**config.mk**
```make
export PLATFORM = sky130hd
export DESIGN_NAME = length_prefixed_frame_deframer_top
export DESIGN_NICKNAME = d
export VERILOG_FILES = /design/src/rtl/lpfd_pkg.sv /design/src/rtl/length_prefixed_frame_deframer_top.sv /design/src/rtl/lpfd_in_reg.sv /design/src/rtl/lpfd_parser.sv /design/src/rtl/lpfd_out_reg.sv
export SDC_FILE = /design/constraint.sdc
export NUM_CORES = 1
export LEC_CHECK = 0
export BUFFER_PORTS_ARGS = -buffer_cell sky130_fd_sc_hd__buf_2
export CAP_MARGIN = 30
export CORE_ASPECT_RATIO = 1.75
export CORE_MARGIN = 5
export CORE_UTILIZATION = 45
export CTS_CLUSTER_SIZE = 25
export DETAILED_ROUTE_END_ITERATION = 12
export PLACE_DENSITY = 0.63
export SLEW_MARGIN = 25
export SYNTH_ARGS = -nofsm -noshare
export SYNTH_HDL_FRONTEND = slang
export SYNTH_HIERARCHICAL = 1
export SYNTH_SLANG_ARGS = --single-unit
```
**constraint.sdc**
```tcl
create_clock -name clk_i -period 9.1 [get_ports clk_i]
set_input_delay 1.365 -clock clk_i [delete_from_list [all_inputs] [get_ports clk_i]]
set_output_delay 1.365 -clock clk_i [all_outputs]
set_load 0.005 [all_outputs]
```
**src/rtl/lpfd_pkg.sv**
```systemverilog
// ----------------------------------------------------------------------------
// lpfd_pkg
// Shared types for the length-prefixed frame deframer: the parse phase
// encoding and the result item that travels from the parser to the output
// register.
// ----------------------------------------------------------------------------
package lpfd_pkg;

  // Widths fixed by the frame format.
  localparam int unsigned ByteW  = 8;
  localparam int unsigned FieldW = 16;

  // Parse phase, one-hot. Each header byte has a phase of its own.
  typedef enum logic [6:0] {
    PH_ID_HI   = 7'b000_0001,
    PH_ID_LO   = 7'b000_0010,
    PH_CTRL_HI = 7'b000_0100,
    PH_CTRL_LO = 7'b000_1000,
    PH_LEN_HI  = 7'b001_0000,
    PH_LEN_LO  = 7'b010_0000,
    PH_DATA    = 7'b100_0000
  } phase_e;

  // One result item.
  typedef struct packed {
    logic [FieldW-1:0] conn_id;
    logic [FieldW-1:0] ctrl_field;
    logic [ByteW-1:0]  payload_byte;
    logic              has_byte;
    logic              frame_last;
  } res_t;

endpackage

```
**src/rtl/length_prefixed_frame_deframer_top.sv**
```systemverilog
// ----------------------------------------------------------------------------
// length_prefixed_frame_deframer_top
// Splits a byte stream into frames of a 16-bit connection id, a 16-bit
// control field, a 16-bit length and that many payload bytes.
// ----------------------------------------------------------------------------
// Usage:
// The input channel takes one raw stream byte per item (in_valid_i,
// in_ready_o, in_byte_i). All header fields are big-endian. Header bytes
// give no result. Every payload byte gives one result item carrying the
// frame's id and control field, with frame_last_o set on the final byte.
// A frame of length zero gives a single item with has_byte_o low, a zero
// payload byte and frame_last_o high.
// A byte accepted into the input register is parsed from there, and its result
// is loaded into the result register: the parser works within the cycle
// between the input register and the result register.
// The block accepts one byte every cycle while the receiver does not stall;
// the parser's state is registered, and the input and result registers
// overlap with its update.
// When the receiver stalls, the held result stays put; header bytes keep
// flowing until a byte that needs a result meets the full result register,
// and only then does in_ready_o drop.
// Reset clears the parse phase to the start of a frame and empties both
// registers; a partly received frame is dropped.
// ----------------------------------------------------------------------------
module length_prefixed_frame_deframer_top (
  input  logic                        clk_i,
  input  logic                        rst_ni,
  input  logic                        in_valid_i,
  output logic                        in_ready_o,
  input  logic [lpfd_pkg::ByteW-1:0]  in_byte_i,
  output logic                        out_valid_o,
  input  logic                        out_ready_i,
  output logic [lpfd_pkg::FieldW-1:0] conn_id_o,
  output logic [lpfd_pkg::FieldW-1:0] ctrl_field_o,
  output logic [lpfd_pkg::ByteW-1:0]  payload_byte_o,
  output logic                        has_byte_o,
  output logic                        frame_last_o
);

  logic                       in_valid;
  logic [lpfd_pkg::ByteW-1:0] in_byte;
  logic                       take;
  logic                       res_valid;
  logic                       out_free;
  lpfd_pkg::res_t             res;
  lpfd_pkg::res_t             out_res;

  lpfd_in_reg u_in_reg (
    .clk_i      (clk_i),
    .rst_ni     (rst_ni),
    .in_valid_i (in_valid_i),
    .in_ready_o (in_ready_o),
    .in_byte_i  (in_byte_i),
    .take_i     (take),
    .valid_o    (in_valid),
    .byte_o     (in_byte)
  );

  lpfd_parser u_parser (
    .clk_i       (clk_i),
    .rst_ni      (rst_ni),
    .valid_i     (in_valid),
    .byte_i      (in_byte),
    .out_free_i  (out_free),
    .take_o      (take),
    .res_valid_o (res_valid),
    .res_o       (res)
  );

  lpfd_out_reg u_out_reg (
    .clk_i       (clk_i),
    .rst_ni      (rst_ni),
    .load_i      (res_valid),
    .res_i       (res),
    .free_o      (out_free),
    .out_valid_o (out_valid_o),
    .out_ready_i (out_ready_i),
    .res_o       (out_res)
  );

  assign conn_id_o      = out_res.conn_id;
  assign ctrl_field_o   = out_res.ctrl_field;
  assign payload_byte_o = out_res.payload_byte;
  assign has_byte_o     = out_res.has_byte;
  assign frame_last_o   = out_res.frame_last;

endmodule

```
**src/rtl/lpfd_in_reg.sv**
```systemverilog
// ----------------------------------------------------------------------------
// lpfd_in_reg
// Input register. Captures one byte item and holds it until the parser
// takes it; a new item may be captured in the same cycle as the old one
// is taken.
// ----------------------------------------------------------------------------
module lpfd_in_reg (
  input  logic                       clk_i,
  input  logic                       rst_ni,
  input  logic                       in_valid_i,
  output logic                       in_ready_o,
  input  logic [lpfd_pkg::ByteW-1:0] in_byte_i,
  input  logic                       take_i,
  output logic                       valid_o,
  output logic [lpfd_pkg::ByteW-1:0] byte_o
);

  logic                       valid_q, valid_d;
  logic [lpfd_pkg::ByteW-1:0] byte_q;
  logic                       load;

  // The register is free when empty or emptied this cycle.
  assign in_ready_o = !valid_q || take_i;
  assign load       = in_valid_i && in_ready_o;

  always_comb begin
    valid_d = valid_q;
    if (load) begin
      valid_d = 1'b1;
    end else if (take_i) begin
      valid_d = 1'b0;
    end
  end

  always_ff @(posedge clk_i or negedge rst_ni) begin
    if (!rst_ni) begin
      valid_q <= 1'b0;
    end else begin
      valid_q <= valid_d;
    end
  end

  // Payload needs no reset.
  always_ff @(posedge clk_i) begin
    if (load) begin
      byte_q <= in_byte_i;
    end
  end

  assign valid_o = valid_q;
  assign byte_o  = byte_q;

endmodule

```
**src/rtl/lpfd_parser.sv**
```systemverilog
// ----------------------------------------------------------------------------
// lpfd_parser
// Frame parser. Walks the six header bytes, holds the connection id,
// control field and remaining payload count, and forms one result for each
// payload byte or for an empty frame.
// ----------------------------------------------------------------------------
module lpfd_parser (
  input  logic                       clk_i,
  input  logic                       rst_ni,
  input  logic                       valid_i,
  input  logic [lpfd_pkg::ByteW-1:0] byte_i,
  input  logic                       out_free_i,
  output logic                       take_o,
  output logic                       res_valid_o,
  output lpfd_pkg::res_t             res_o
);

  lpfd_pkg::phase_e              phase_q, phase_d, phase_eff;
  logic [lpfd_pkg::FieldW-1:0]   id_q, id_d;
  logic [lpfd_pkg::FieldW-1:0]   ctrl_q, ctrl_d;
  logic [lpfd_pkg::ByteW-1:0]    len_hi_q, len_hi_d;
  logic [lpfd_pkg::FieldW-1:0]   remain_q, remain_d;
  logic [lpfd_pkg::FieldW-1:0]   len_full;
  logic                          res_needed;
  logic                          last_byte;

  assign len_full  = {len_hi_q, byte_i};
  assign last_byte = (remain_q == lpfd_pkg::FieldW'(1));

  // A payload phase with nothing left behaves as the start of a new frame.
  always_comb begin
    phase_eff = phase_q;
    if (phase_q == lpfd_pkg::PH_DATA && remain_q == '0) begin
      phase_eff = lpfd_pkg::PH_ID_HI;
    end
  end

  // Only the payload bytes and the empty-frame marker produce a result.
  assign res_needed = (phase_eff == lpfd_pkg::PH_DATA) ||
                      (phase_eff == lpfd_pkg::PH_LEN_LO && len_full == '0);

  // Take the item unless its result would meet a full output register.
  assign take_o      = valid_i && (!res_needed || out_free_i);
  assign res_valid_o = take_o && res_needed;

  // Result fields.
  always_comb begin
    res_o.conn_id      = id_q;
    res_o.ctrl_field   = ctrl_q;
    res_o.payload_byte = '0;
    res_o.has_byte     = 1'b0;
    res_o.frame_last   = 1'b1;
    if (phase_eff == lpfd_pkg::PH_DATA) begin
      res_o.payload_byte = byte_i;
      res_o.has_byte     = 1'b1;
      res_o.frame_last   = last_byte;
    end
  end

  // Next-state logic for the phase and the header registers.
  always_comb begin
    phase_d  = phase_q;
    id_d     = id_q;
    ctrl_d   = ctrl_q;
    len_hi_d = len_hi_q;
    remain_d = remain_q;
    if (take_o) begin
      unique case (phase_eff)
        lpfd_pkg::PH_ID_LO: begin
          id_d    = {id_q[lpfd_pkg::FieldW-1:lpfd_pkg::ByteW], byte_i};
          phase_d = lpfd_pkg::PH_CTRL_HI;
        end
        lpfd_pkg::PH_CTRL_HI: begin
          ctrl_d  = {byte_i, {lpfd_pkg::ByteW{1'b0}}};
          phase_d = lpfd_pkg::PH_CTRL_LO;
        end
        lpfd_pkg::PH_CTRL_LO: begin
          ctrl_d  = {ctrl_q[lpfd_pkg::FieldW-1:lpfd_pkg::ByteW], byte_i};
          phase_d = lpfd_pkg::PH_LEN_HI;
        end
        lpfd_pkg::PH_LEN_HI: begin
          len_hi_d = byte_i;
          phase_d  = lpfd_pkg::PH_LEN_LO;
        end
        lpfd_pkg::PH_LEN_LO: begin
          remain_d = len_full;
          phase_d  = (len_full == '0) ? lpfd_pkg::PH_ID_HI : lpfd_pkg::PH_DATA;
        end
        lpfd_pkg::PH_DATA: begin
          remain_d = remain_q - lpfd_pkg::FieldW'(1);
          phase_d  = last_byte ? lpfd_pkg::PH_ID_HI : lpfd_pkg::PH_DATA;
        end
        default: begin
          // Expect the connection id high byte.
          id_d    = {byte_i, {lpfd_pkg::ByteW{1'b0}}};
          phase_d = lpfd_pkg::PH_ID_LO;
        end
      endcase
    end
  end

  always_ff @(posedge clk_i or negedge rst_ni) begin
    if (!rst_ni) begin
      phase_q  <= lpfd_pkg::PH_ID_HI;
      id_q     <= '0;
      ctrl_q   <= '0;
      len_hi_q <= '0;
      remain_q <= '0;
    end else begin
      phase_q  <= phase_d;
      id_q     <= id_d;
      ctrl_q   <= ctrl_d;
      len_hi_q <= len_hi_d;
      remain_q <= remain_d;
    end
  end

endmodule

```
**src/rtl/lpfd_out_reg.sv**
```systemverilog
// ----------------------------------------------------------------------------
// lpfd_out_reg
// Result register. Holds one result item until the receiver takes it and
// reloads in the same cycle the held item leaves.
// ----------------------------------------------------------------------------
module lpfd_out_reg (
  input  logic           clk_i,
  input  logic           rst_ni,
  input  logic           load_i,
  input  lpfd_pkg::res_t res_i,
  output logic           free_o,
  output logic           out_valid_o,
  input  logic           out_ready_i,
  output lpfd_pkg::res_t res_o
);

  logic           valid_q, valid_d;
  lpfd_pkg::res_t res_q;

  assign free_o = !valid_q || out_ready_i;

  always_comb begin
    valid_d = valid_q;
    if (load_i) begin
      valid_d = 1'b1;
    end else if (out_ready_i) begin
      valid_d = 1'b0;
    end
  end

  always_ff @(posedge clk_i or negedge rst_ni) begin
    if (!rst_ni) begin
      valid_q <= 1'b0;
    end else begin
      valid_q <= valid_d;
    end
  end

  // Payload needs no reset.
  always_ff @(posedge clk_i) begin
    if (load_i) begin
      res_q <= res_i;
    end
  end

  assign out_valid_o = valid_q;
  assign res_o       = res_q;

endmodule

```
# After elaboration in Yosys (flattened, before gate mapping)

Index checks and enable logic that the tools add are counted.

Word-level logic and storage cells: 64
Output and inout port bits: 44
Bits in registers: 115
Input port bits: 12

Equal/unequal tests: 8
Reduce and logical (&&, ||, !) cells: 25
$add $sub $neg: 1
Bitwise logic cells: 3
Mux-type cells: 12

Operators with widths:

| kind                  | number |
|---|---|
| $pmux 16 s2           | 3 |
| $pmux 7 s6            | 1 |
| $logic_not 16->1      | 2 |
| $mux 7                | 3 |
| $eq 16x1->1 const B   | 1 |
| $sub 16x1->16 const B | 1 |
| $eq 7x7->1 const B    | 2 |
| $reduce_and 2->1      | 4 |
| $reduce_bool 2->1     | 4 |
| $eq 7x2->1 const B    | 1 |
| $eq 7x3->1 const B    | 1 |
| $eq 7x4->1 const B    | 1 |
| $eq 7x5->1 const B    | 1 |
| $eq 7x6->1 const B    | 1 |
| $reduce_and 3->1      | 2 |
| $logic_and 1x1->1     | 5 |
| $reduce_or 5->1       | 1 |
| $logic_or 1x1->1      | 4 |
| $mux 1                | 4 |
| $logic_not 1->1       | 3 |
| $not 1->1             | 3 |
| $mux 2                | 1 |

# Depth between registers and ports, before layout

Gate-level depths: netlist (run 1).

Depth in word-level cells: 12
Mapped depth: 10
Mapped depth without buffers: 8

# By module

Netlist (run 1), hierarchy kept.

Modules (own cells, without submodules):

| module       | cells an instance | sequential area each (µm²) | times used | area an instance (µm²) |
|---|---|---|---|---|
| lpfd_parser  | 324               | 1577.8                     | 1          | 3340.7 |
| lpfd_out_reg | 45                | 1286.2                     | 1          | 1308.8 |
| lpfd_in_reg  | 12                | 265.3                      | 1          | 294.0 |

# Least setup slack after synthesis (run 1)

Ideal clock, no wire load.

Path kind: input-to-reg
Start point: input out_ready_i
End point: register u_out_reg.valid_q (netlist: u_out_reg/out_valid_o)
Arrival time: 4344 ps
Slack: 4678 ps
Setup time: 78 ps
Stages: 6
Path buffers: 0
Required time: 9022 ps
Path through: nand2b_4 inv_1 nand3_1 o221ai_4 a21oi_1 nand2b_2

Word-level cells in the longest chain between the ends: 5
Elaborated cells between the ends (all ways): 6
Those cells by class: mux: 1; reduce/logical: 5

Ends and longest elaborated chain:

| element                                     | line                                     | text |
|---|---|---|
| start: declaration                          | length_prefixed_frame_deframer_top.sv:32 | `input logic out_ready_i,` |
| $logic_or 1x1->1 *                          | lpfd_out_reg.sv:20                       | `assign free_o = !valid_q \|\| out_ready_i;` |
| $logic_or 1x1->1 *                          | lpfd_parser.sv:43                        | `assign take_o = valid_i && (!res_needed \|\| out_free_i);` |
| $logic_and 1x1->1 *                         | lpfd_parser.sv:43                        |  |
| $logic_and 1x1->1 *                         | lpfd_parser.sv:44                        | `assign res_valid_o = take_o && res_needed;` |
| via res_valid                               | length_prefixed_frame_deframer_top.sv:43 | `logic res_valid;` |
| $mux 1 or $reduce_bool 2->1 (tied branches) | n/a                                      |  |
| end signal: assignment                      | lpfd_out_reg.sv:35                       | `valid_q <= valid_d;` |
| end: declaration                            | lpfd_out_reg.sv:17                       | `logic valid_q, valid_d;` |

Mark *: on every way through the listed nets, which the timed path passes. The rest lies on a longest branch.
A chain may end at the register's enable or synchronous reset.

# Worst setup path after layout (run 1)

Start point: register u_parser.phase_q[3]
End point: output in_ready_o

Word-level cells in the longest chain between the ends: 10
Elaborated cells between the ends (all ways): 11
Those cells by class: eq/ne: 3; mux: 1; reduce/logical: 7

Ends and longest elaborated chain:

| element                  | line                                     | text |
|---|---|---|
| start: declaration       | lpfd_parser.sv:18                        | `lpfd_pkg::phase_e phase_q, phase_d, phase_eff;` |
| start signal: assignment | lpfd_parser.sv:104                       | `phase_q <= lpfd_pkg::PH_ID_HI;` |
| start signal: assignment | lpfd_parser.sv:110                       | `phase_q <= phase_d;` |
| $eq 7x7->1               | lpfd_parser.sv:33                        | `if (phase_q == lpfd_pkg::PH_DATA && remain_q == '0) begin` |
| $logic_and 1x1->1        | lpfd_parser.sv:33                        |  |
| $mux 7 *                 | lpfd_parser.sv:33                        |  |
| $eq 7x6->1               | lpfd_parser.sv:40                        | `(phase_eff == lpfd_pkg::PH_LEN_LO && len_full == '0);` |
| $logic_and 1x1->1        | lpfd_parser.sv:40                        |  |
| $logic_or 1x1->1 *       | lpfd_parser.sv:39                        | `assign res_needed = (phase_eff == lpfd_pkg::PH_DATA) \|\|` |
| $logic_not 1->1 *        | lpfd_parser.sv:43                        |  |
| $logic_or 1x1->1 *       | lpfd_parser.sv:43                        |  |
| $logic_and 1x1->1 *      | lpfd_parser.sv:43                        |  |
| via take                 | length_prefixed_frame_deframer_top.sv:42 | `logic take;` |
| $logic_or 1x1->1 *       | lpfd_in_reg.sv:23                        | `assign in_ready_o = !valid_q \|\| take_i;` |
| end: declaration         | length_prefixed_frame_deframer_top.sv:29 | `output logic in_ready_o,` |

Marks and branches as above.

==> flow_summary.ini, run 1 <==
[worst_setup_path]
cp.required_ns = 7.74
crit_path_max_incr_delay_ns = 0.76
path_max_fanout = 25
cp_num_buf_inv = 2
startpoint_type = register
crit_chain = nor4_1 > nand3_1 > o221ai_4 > inv_1 > nand2b_4 > buf_2
cp-end-kind = primary output
crit_family = simple AND/OR/NAND/NOR gates
cpMaxStageDelayCell = nor4_1
cp.arrival_ns = 3.01
criticalPathCategory = reg2out

[synthesis]
netlist_instances = 381
netlist_area_um2 = 4940
ys_seq_area_frac = 0.633
ys_async_sr_fraction = 0.565
synth_cell_type_count = 52
synth_top_area_share = 0.324
synth_ff_type = dfrtp_1
synth_edf_count = 50
synth-simple-area-share = 0.156
yosys_warnings = 6
avgSynthCellArea_um2 = 13.0
synth_compound_area_frac = 0.109
synth_area_leaders = dfrtp_1 32%, edfxtp_1 30%, mux2_2 5.9%, nand2_1 2.1%, a31oi_1 1.9%
synth_top_area_cell = dfrtp_1
synth.area.mux_share = 0.0693
synth.most_common_cell = dfrtp_1
synth_top_family_by_area = simple AND/OR/NAND/NOR gates
synthAdderAreaFrac = 0.00506
synth_xor_area_frac = 0.00177
ys_ff_latch = 115
yosys-top-cells-count = 64 x dfrtp_1, 50 x edfxtp_1, 27 x nand2_1, 26 x mux2_2, 18 x o21ai_0
syn-num-nets = 395

[layout]
seq_area_um2 = 3130
multi_input_area_um2 = 1700
num-fill-cells = 905
antenna_cells = 0
fin_nets = 454
area_growth_pct = 22.1
layout-drive-gt1-share = 0.308

[flow_run]
drv_cap = 0

[clock_tree]
hold_buffers = 0
cts_tree = done
clock_sinks = 115
cts_setup_buffers = 0
htree_levels = 4
clockBufferDepth = 2
postCtsResizedCells = 0
cts_root_buf = clkbuf_16
cts_buffers = 17
clkLatencyLatePin_ns = 0.41
clkTransAtPathRegs_ns = 0.06

[detailed_routing]
detail_route.first_pass.iterations = 5
remaining_drc_errors = 0
drtIter0Drc = 312
via_per_inst = 5.88
wl_mm = 11.6
antenna_left = 0
dr_total_vias = 3423
avgRoutedWirePerCell_um = 19.9

[pwr]
irDropWorstVdd_mv = 0.178
p_per_area_nw_per_um2 = 318
power_mw = 1.92
p_leak_nw = 2.43

[timing]
grt_setup_unrepaired = false
period_share = 0.481
setup_viol = 0
worst_pin_slew_ns = 0.787
tns_ns = 0
max-slew-margin-rel = 0.476
skew_ns = 0.00818
slew_viol_final = 0
max_freq_mhz = 228
final.setup.worst_slack_ns = 4.72
post-route-min-period_ns = 4.38
finalHoldViolations = 0

[place]
io_buffer_count = 55
pre_cts_ws_ns = 4.99
routabilityCongestion = 0.903
hpwl_mm = 7.82

[status]
status = completed

[grt]
grt_pass1_vias = 3504
grt_pass1_wl_mm = 18.8
overflow = 0
antenna_found_initial = 0
gr-usage-all-layers = 0.190
grt_max_degree = 66

[die]
dieHeight_um = 149
ios = 56
core_area_um2 = 10800
dieArea_um2 = 13300
initial_core_util = 0.459
fp.dieW_um = 89.2
rows = 50

[worst_hold_path]
hold_path.class = reg2reg
-- sequential cells by signal, indices dropped and copies added (netlist names) --
name and cells:
u_out_reg/res_o 42, u_in_reg/byte_o 8, u_out_reg/out_valid_o 1, u_parser/phase_q 7, u_parser/remain_q 16, u_parser/ctrl_q 16
u_parser/len_hi_q 8, u_in_reg/valid_o 1, u_parser/id_q 16
-- layout make-up --
| cell class | count | area share |
|---|---|---|
| Clock buffer | 20 | 0.0773 |
| Clock inverter | 11 | 0.0369 |
| Inverter | 8 | 0.00498 |
| Multi-Input combinational cell | 239 | 0.282 |
| Sequential cell | 115 | 0.518 |
| Tap cell | 130 | 0.0269 |
| Timing Repair Buffer | 59 | 0.0539 |
-- path summary, 6_finish.rpt --
check                                          start                    to  slack, ns  cells past startpoint
worst max register to register  u_parser/remain_q[0]     u_parser/id_q[11]       5.26                      8
worst max-delay path             u_parser/phase_q[3]            in_ready_o       4.72                      6
max in group asynchronous                     rst_ni   u_parser/phase_q[0]       7.64                      3
worst min register to register   u_parser/ctrl_q[12]   u_out_reg/res_o[22]       0.44                      0
worst min-delay path             u_parser/ctrl_q[12]   u_out_reg/res_o[22]       0.44                      0
min in group asynchronous                     rst_ni  u_parser/remain_q[4]       0.88                      2
-- routing by layer --
layer,vias to the layer above,GRT usage,part of all wire
met4,0,0.106,0.042
met2,122,0.313,0.54
li1,1577,-,-
met1,1688,0.213,0.37
met3,36,0.0576,0.048
met5,-,0,0
-- power by group --
| group | total (mW) | leakage, nW | switching [mW] | internal (mW) |
|---|---|---|---|---|
| logic | 0.361 | 0.854 | 0.190 | 0.171 |
| clock network | 0.770 | 0.333 | 0.233 | 0.536 |
| registers | 0.791 | 1.24 | 0.115 | 0.676 |
-- cell families (layout without fill, tap and decap cells) --
kind of cell	after synthesis	count (layout)
adders and majority gates	2	2
and+or+nand+nor	126	126
xor gates and xnor gates	1	1
AOI/OAI and AO/OA	79	79
muxes	31	31
buffers and inverters	27	98
DFF	115	115
-- through the flow --
stage / instances / hold slack (ns) / area [µm²] / util
CTS: 581 / 0.447 / 6010 / 0.558
finish: 582 / 0.443 / 6040 / 0.561
global route: 582 / 0.454 / 6040 / 0.561
floorplan: 381 / 0.419 / 4940 / -
detailed placement: 550 / 0.434 / 5320 / 0.494
global placement: 550 / 0.427 / 5320 / 0.494
-- cell usage in the layout (no fill, tap or decap), types with 8 or more instances in the layout --
master,count
dfrtp_1,64
mux2_2,26
nand2_1,27
clkbuf_16,17
and3_1,9
buf_2,55
nor4_1,11
a22o_1,8
edfxtp_1,50
a21oi_1,12
nor2_1,11
nand3_1,14
o21ai_0,18
nor2b_1,9
a31oi_1,15
nand4_1,9
Note: power is estimated with default switching activity, not from simulation.
==> run 2, diff against run 1 <==
Settings changed: PLACE_DENSITY 0.63 to 0.65.
Clock period 9.1 ns to 3.63 ns, I/O delays scaled along.
==> flow_summary.ini, run 2 (synthesized netlist as in run 1, its figures left out) <==
[place]
place_area_um2 = 5390
io_buffer_count = 55
hpwl_mm = 8.13
routabilityCongestion = 0.871

[timing]
slew_viol_final = 0
worst_pin_slew_ns = 0.849
setup_viol = 0
max_freq_mhz = 293
finalHoldViolations = 0
max-slew-margin-rel = 0.434
period_share = 0.942
post-route-min-period_ns = 3.42
tns_ns = 0
grt_setup_unrepaired = false
skew_ns = 0.00991

[die]
dieHeight_um = 149
initial_core_util = 0.459
fp.dieW_um = 89.2
core_area_um2 = 10800
ios = 56
rows = 50
dieArea_um2 = 13300

[detailed_routing]
detail_route.first_pass.iterations = 5
drtIter0Drc = 287
remaining_drc_errors = 0
antenna_left = 0
avgRoutedWirePerCell_um = 20.0
dr_total_vias = 3491
via_per_inst = 5.91
wl_mm = 11.8

[clock_tree]
clkTransAtPathRegs_ns = 0.05
clock_sinks = 115
cts_tree = done
postCtsResizedCells = 0
htree_levels = 4
cts_root_buf = clkbuf_16
cts_buffers = 17
clkLatencyLatePin_ns = 0.41
cts_setup_buffers = 0
clockBufferDepth = 2
hold_buffers = 0

[pwr]
power_mw = 4.49
p_leak_nw = 2.40
pwr-share-clk = 0.349
p_seq_frac = 0.436
swShare = 0.295
irDropWorstVdd_mv = 0.425
combPwrFrac = 0.215
p_per_area_nw_per_um2 = 755
p_switching_mw = 1.33
p_int_mw = 3.17

[layout]
layout_commonest_cell = dfrtp_1
final_cell_mix = 64 x dfrtp_1, 55 x buf_2, 50 x edfxtp_1
layout-drive-gt1-share = 0.310
antenna_cells = 0
fin_area_um2 = 5950
multi_input_area_um2 = 1700
num-fill-cells = 921
fin_nets = 462
seq_area_um2 = 3130
area_growth_pct = 20.4
post-route-util = 0.553
largest_reg_flops = 42

[worst_setup_path]
cp-end-kind = primary output
startpoint_type = register
cp.required_ns = 3.09
cp_common_cell = inv_1
path_max_fanout = 10
criticalPathCategory = reg2out
cpMaxStageDelayCell = and4_1
cp.arrival_ns = 2.87
crit_family = simple AND/OR/NAND/NOR gates
crit_path_max_incr_delay_ns = 0.53
crit_chain = inv_1 > ha_1 > nor3b_2 > and4_1 > o221ai_4 > inv_1 > nand2b_4 > buf_2
cp_num_buf_inv = 3

[grt]
overflow = 0
grt_pass1_wl_mm = 19.1
grt_max_degree = 66
gr-usage-all-layers = 0.194
antenna_found_initial = 0
grt_pass1_vias = 3603

[worst_hold_path]
hold_path.class = in2async

[flow_run]
drv_cap = 0

[status]
status = completed
[run 2: changes by cell type in the layout (fill, tap and decap cells not counted)]
| cell | change |
|---|---|
| clkinv_4 | +1 |
| clkinv_1 | +1 |
| clkbuf_8 | -2 |
| buf_4 | +9 |
| buf_16 | -1 |
| inv_6 | -2 |
| bufinv_16 | -4 |
| clkbuf_1 | +4 |
| clkinv_2 | +3 |
[run 2: power groups by stage]
stage / Sequential [mW] / Combinational [mW] / Clock, mW
after floorplan: 1.87 / 0.768 / 0
after global placement: 1.95 / 0.932 / 0
after detailed placement: 1.97 / 0.955 / 0
after CTS: 1.95 / 0.967 / 1.59
after global routing: 2.00 / 1.08 / 1.66
final: 1.96 / 0.966 / 1.57
[run 2: worst paths after layout]
path                                       from              endpoint  slack, ns  cells past startpoint
max                        u_parser/remain_q[0]            in_ready_o       0.21                      8
min                                      rst_ni  u_parser/remain_q[6]       0.31                      2
max reg2reg                u_parser/remain_q[0]  u_parser/len_hi_q[2]       0.51                      7
min reg2reg                  u_parser/ctrl_q[8]   u_out_reg/res_o[18]       0.44                      0
max in group asynchronous                rst_ni  u_parser/len_hi_q[3]       2.74                      2
min in group clk_i                 in_byte_i[2]    u_in_reg/byte_o[2]       0.31                      1
[run 2: stage by stage]
| stage | worst slack [ns] | cells | hold WS (ns) |
|---|---|---|---|
| detailed placement | 0.578 | 559 | 0.427 |
| finish | 0.212 | 591 | 0.310 |
| floorplan | 0.402 | 381 | 0.249 |
| global route | 0.0223 | 591 | 0.296 |
| CTS | 0.221 | 591 | 0.297 |
| global placement | 0.630 | 559 | 0.426 |
[run 2: area by class of cell]
type                    count  share of cell area
clock buffers              22              0.0763
clock inverters            10              0.0189
inverters                   8             0.00504
multi-input cells         239               0.285
flip-flops and latches    115               0.526
well taps                 130              0.0273
repair buffers             67              0.0614
[run 2: per-layer routing]
layer	global-route usage	part of all wire
met5	0	0
met4	0.104	0.047
met3	0.0455	0.052
met2	0.349	0.55
met1	0.201	0.35
==> run 3, diff against run 2 <==
Settings changed: PLACE_DENSITY 0.65 to 0.63.
Clock period 3.63 ns to 3.24 ns, I/O delays scaled along.
==> flow_summary.ini, run 3 (synthesized netlist as in run 1, its figures left out) <==
[timing]
max_freq_mhz = 327
setup_viol = 0
max-slew-margin-rel = 0.431
tns_ns = 0
final.setup.worst_slack_ns = 0.186
finalHoldViolations = 0
worst_pin_slew_ns = 0.853
grt_setup_unrepaired = false
post-route-min-period_ns = 3.05
skew_ns = 0.00716
period_share = 0.943
slew_viol_final = 0

[detailed_routing]
antenna_left = 0
avgRoutedWirePerCell_um = 19.7
dr_total_vias = 3523
drtIter0Drc = 226
via_per_inst = 5.84
detail_route.first_pass.iterations = 5
remaining_drc_errors = 0
wl_mm = 11.9

[pwr]
power_mw = 5.15
p_leak_nw = 2.49
p_per_area_nw_per_um2 = 846
irDropWorstVdd_mv = 0.476

[die]
dieArea_um2 = 13300
initial_core_util = 0.459
rows = 50
core_area_um2 = 10800
fp.dieW_um = 89.2
dieHeight_um = 149
ios = 56

[layout]
instances_no_fill = 603
area_growth_pct = 23.1
fin_area_um2 = 6090
layout-drive-gt1-share = 0.338
antenna_cells = 0
final_cell_mix = 64 x dfrtp_1, 55 x buf_2, 50 x edfxtp_1
fin_nets = 474
layout_commonest_cell = dfrtp_1
largest_reg_flops = 42

[clock_tree]
htree_levels = 4
cts_root_buf = clkbuf_16
clockBufferDepth = 2
cts_setup_buffers = 0
hold_buffers = 0
clkLatencyLatePin_ns = 0.41
cts_buffers = 17
cts_tree = done
clkTransAtPathRegs_ns = 0.05
postCtsResizedCells = 0
clock_sinks = 115

[flow_run]
drv_cap = 0

[worst_setup_path]
criticalPathCategory = reg2out
startpoint_type = register
ff2ff_path_depth = 6
timing.rr.start = u_parser/remain_q[4]
ff2ff_setup_slack_ns = 0.43
cp.arrival_ns = 2.57
r2r-end = u_parser/len_hi_q[3]
cp.required_ns = 2.75
cp-end-kind = primary output
path_max_fanout = 8

[grt]
overflow = 0
antenna_found_initial = 0
grt_pass1_wl_mm = 18.8
gr-usage-all-layers = 0.192
grt_pass1_vias = 3542
grt_max_degree = 66

[place]
pre_cts_ws_ns = 0.534
hpwl_mm = 8.13
place_inst = 568
routabilityCongestion = 0.960
place_area_um2 = 5470
io_buffer_count = 55

[worst_hold_path]
hold_path.class = in2async

[status]
status = completed
[run 3: final cells by class]
type                       count  area (µm²)
clock buffer                  17         425
clock inverter                15         171
fill                         918        4670
inverter                       8        30.0
multi-input combinational    239        1700
sequential                   115        3130
tap                          130         163
timing repair buffer          79         468
[run 3: through the flow]
stage	utilization	hold slack, ns
after floorplan	-	0.190
final	0.566	0.256
after global placement	0.508	0.426
after global routing	0.566	0.240
after CTS	0.563	0.240
after detailed placement	0.508	0.433
[run 3: how the worst max path moves through the flow]
stage | startpoint | to | slack, ns
CTS | u_in_reg/byte_o[7] | in_ready_o | 0.08
global route | u_in_reg/byte_o[7] | in_ready_o | 0.04
floorplan | u_parser/phase_q[4] | u_out_reg/res_o[0] | 0.01
detailed placement | u_in_reg/byte_o[7] | in_ready_o | 0.53
finish | u_in_reg/byte_o[7] | in_ready_o | 0.19
global placement | u_in_reg/byte_o[7] | in_ready_o | 0.54
[run 3: metal layers]
metal  share of wire  track usage  vias to the layer above  routed length, µm
met2            0.55        0.325                      129               6500
met5               0            0                        -                  0
met3           0.050       0.0460                       34                590
met1            0.36        0.212                     1745               4270
li1                -            -                     1615                  -
met4           0.043        0.110                        0                506
[run 3: where the power goes]
group	total (mW)	leakage [nW]	switching, mW	internal [mW]
logic	1.12	0.948	0.596	0.528
clock network	1.85	0.296	0.696	1.15
registers	2.17	1.24	0.274	1.90
[run 3: worst max-delay path, stage by stage (launching register included)]
cell      delay (ns)
edfxtp_1        0.56
nor4_1          0.43
nand4_1         0.37
o221ai_4        0.34
inv_1           0.16
nand2b_4        0.17
buf_2           0.13
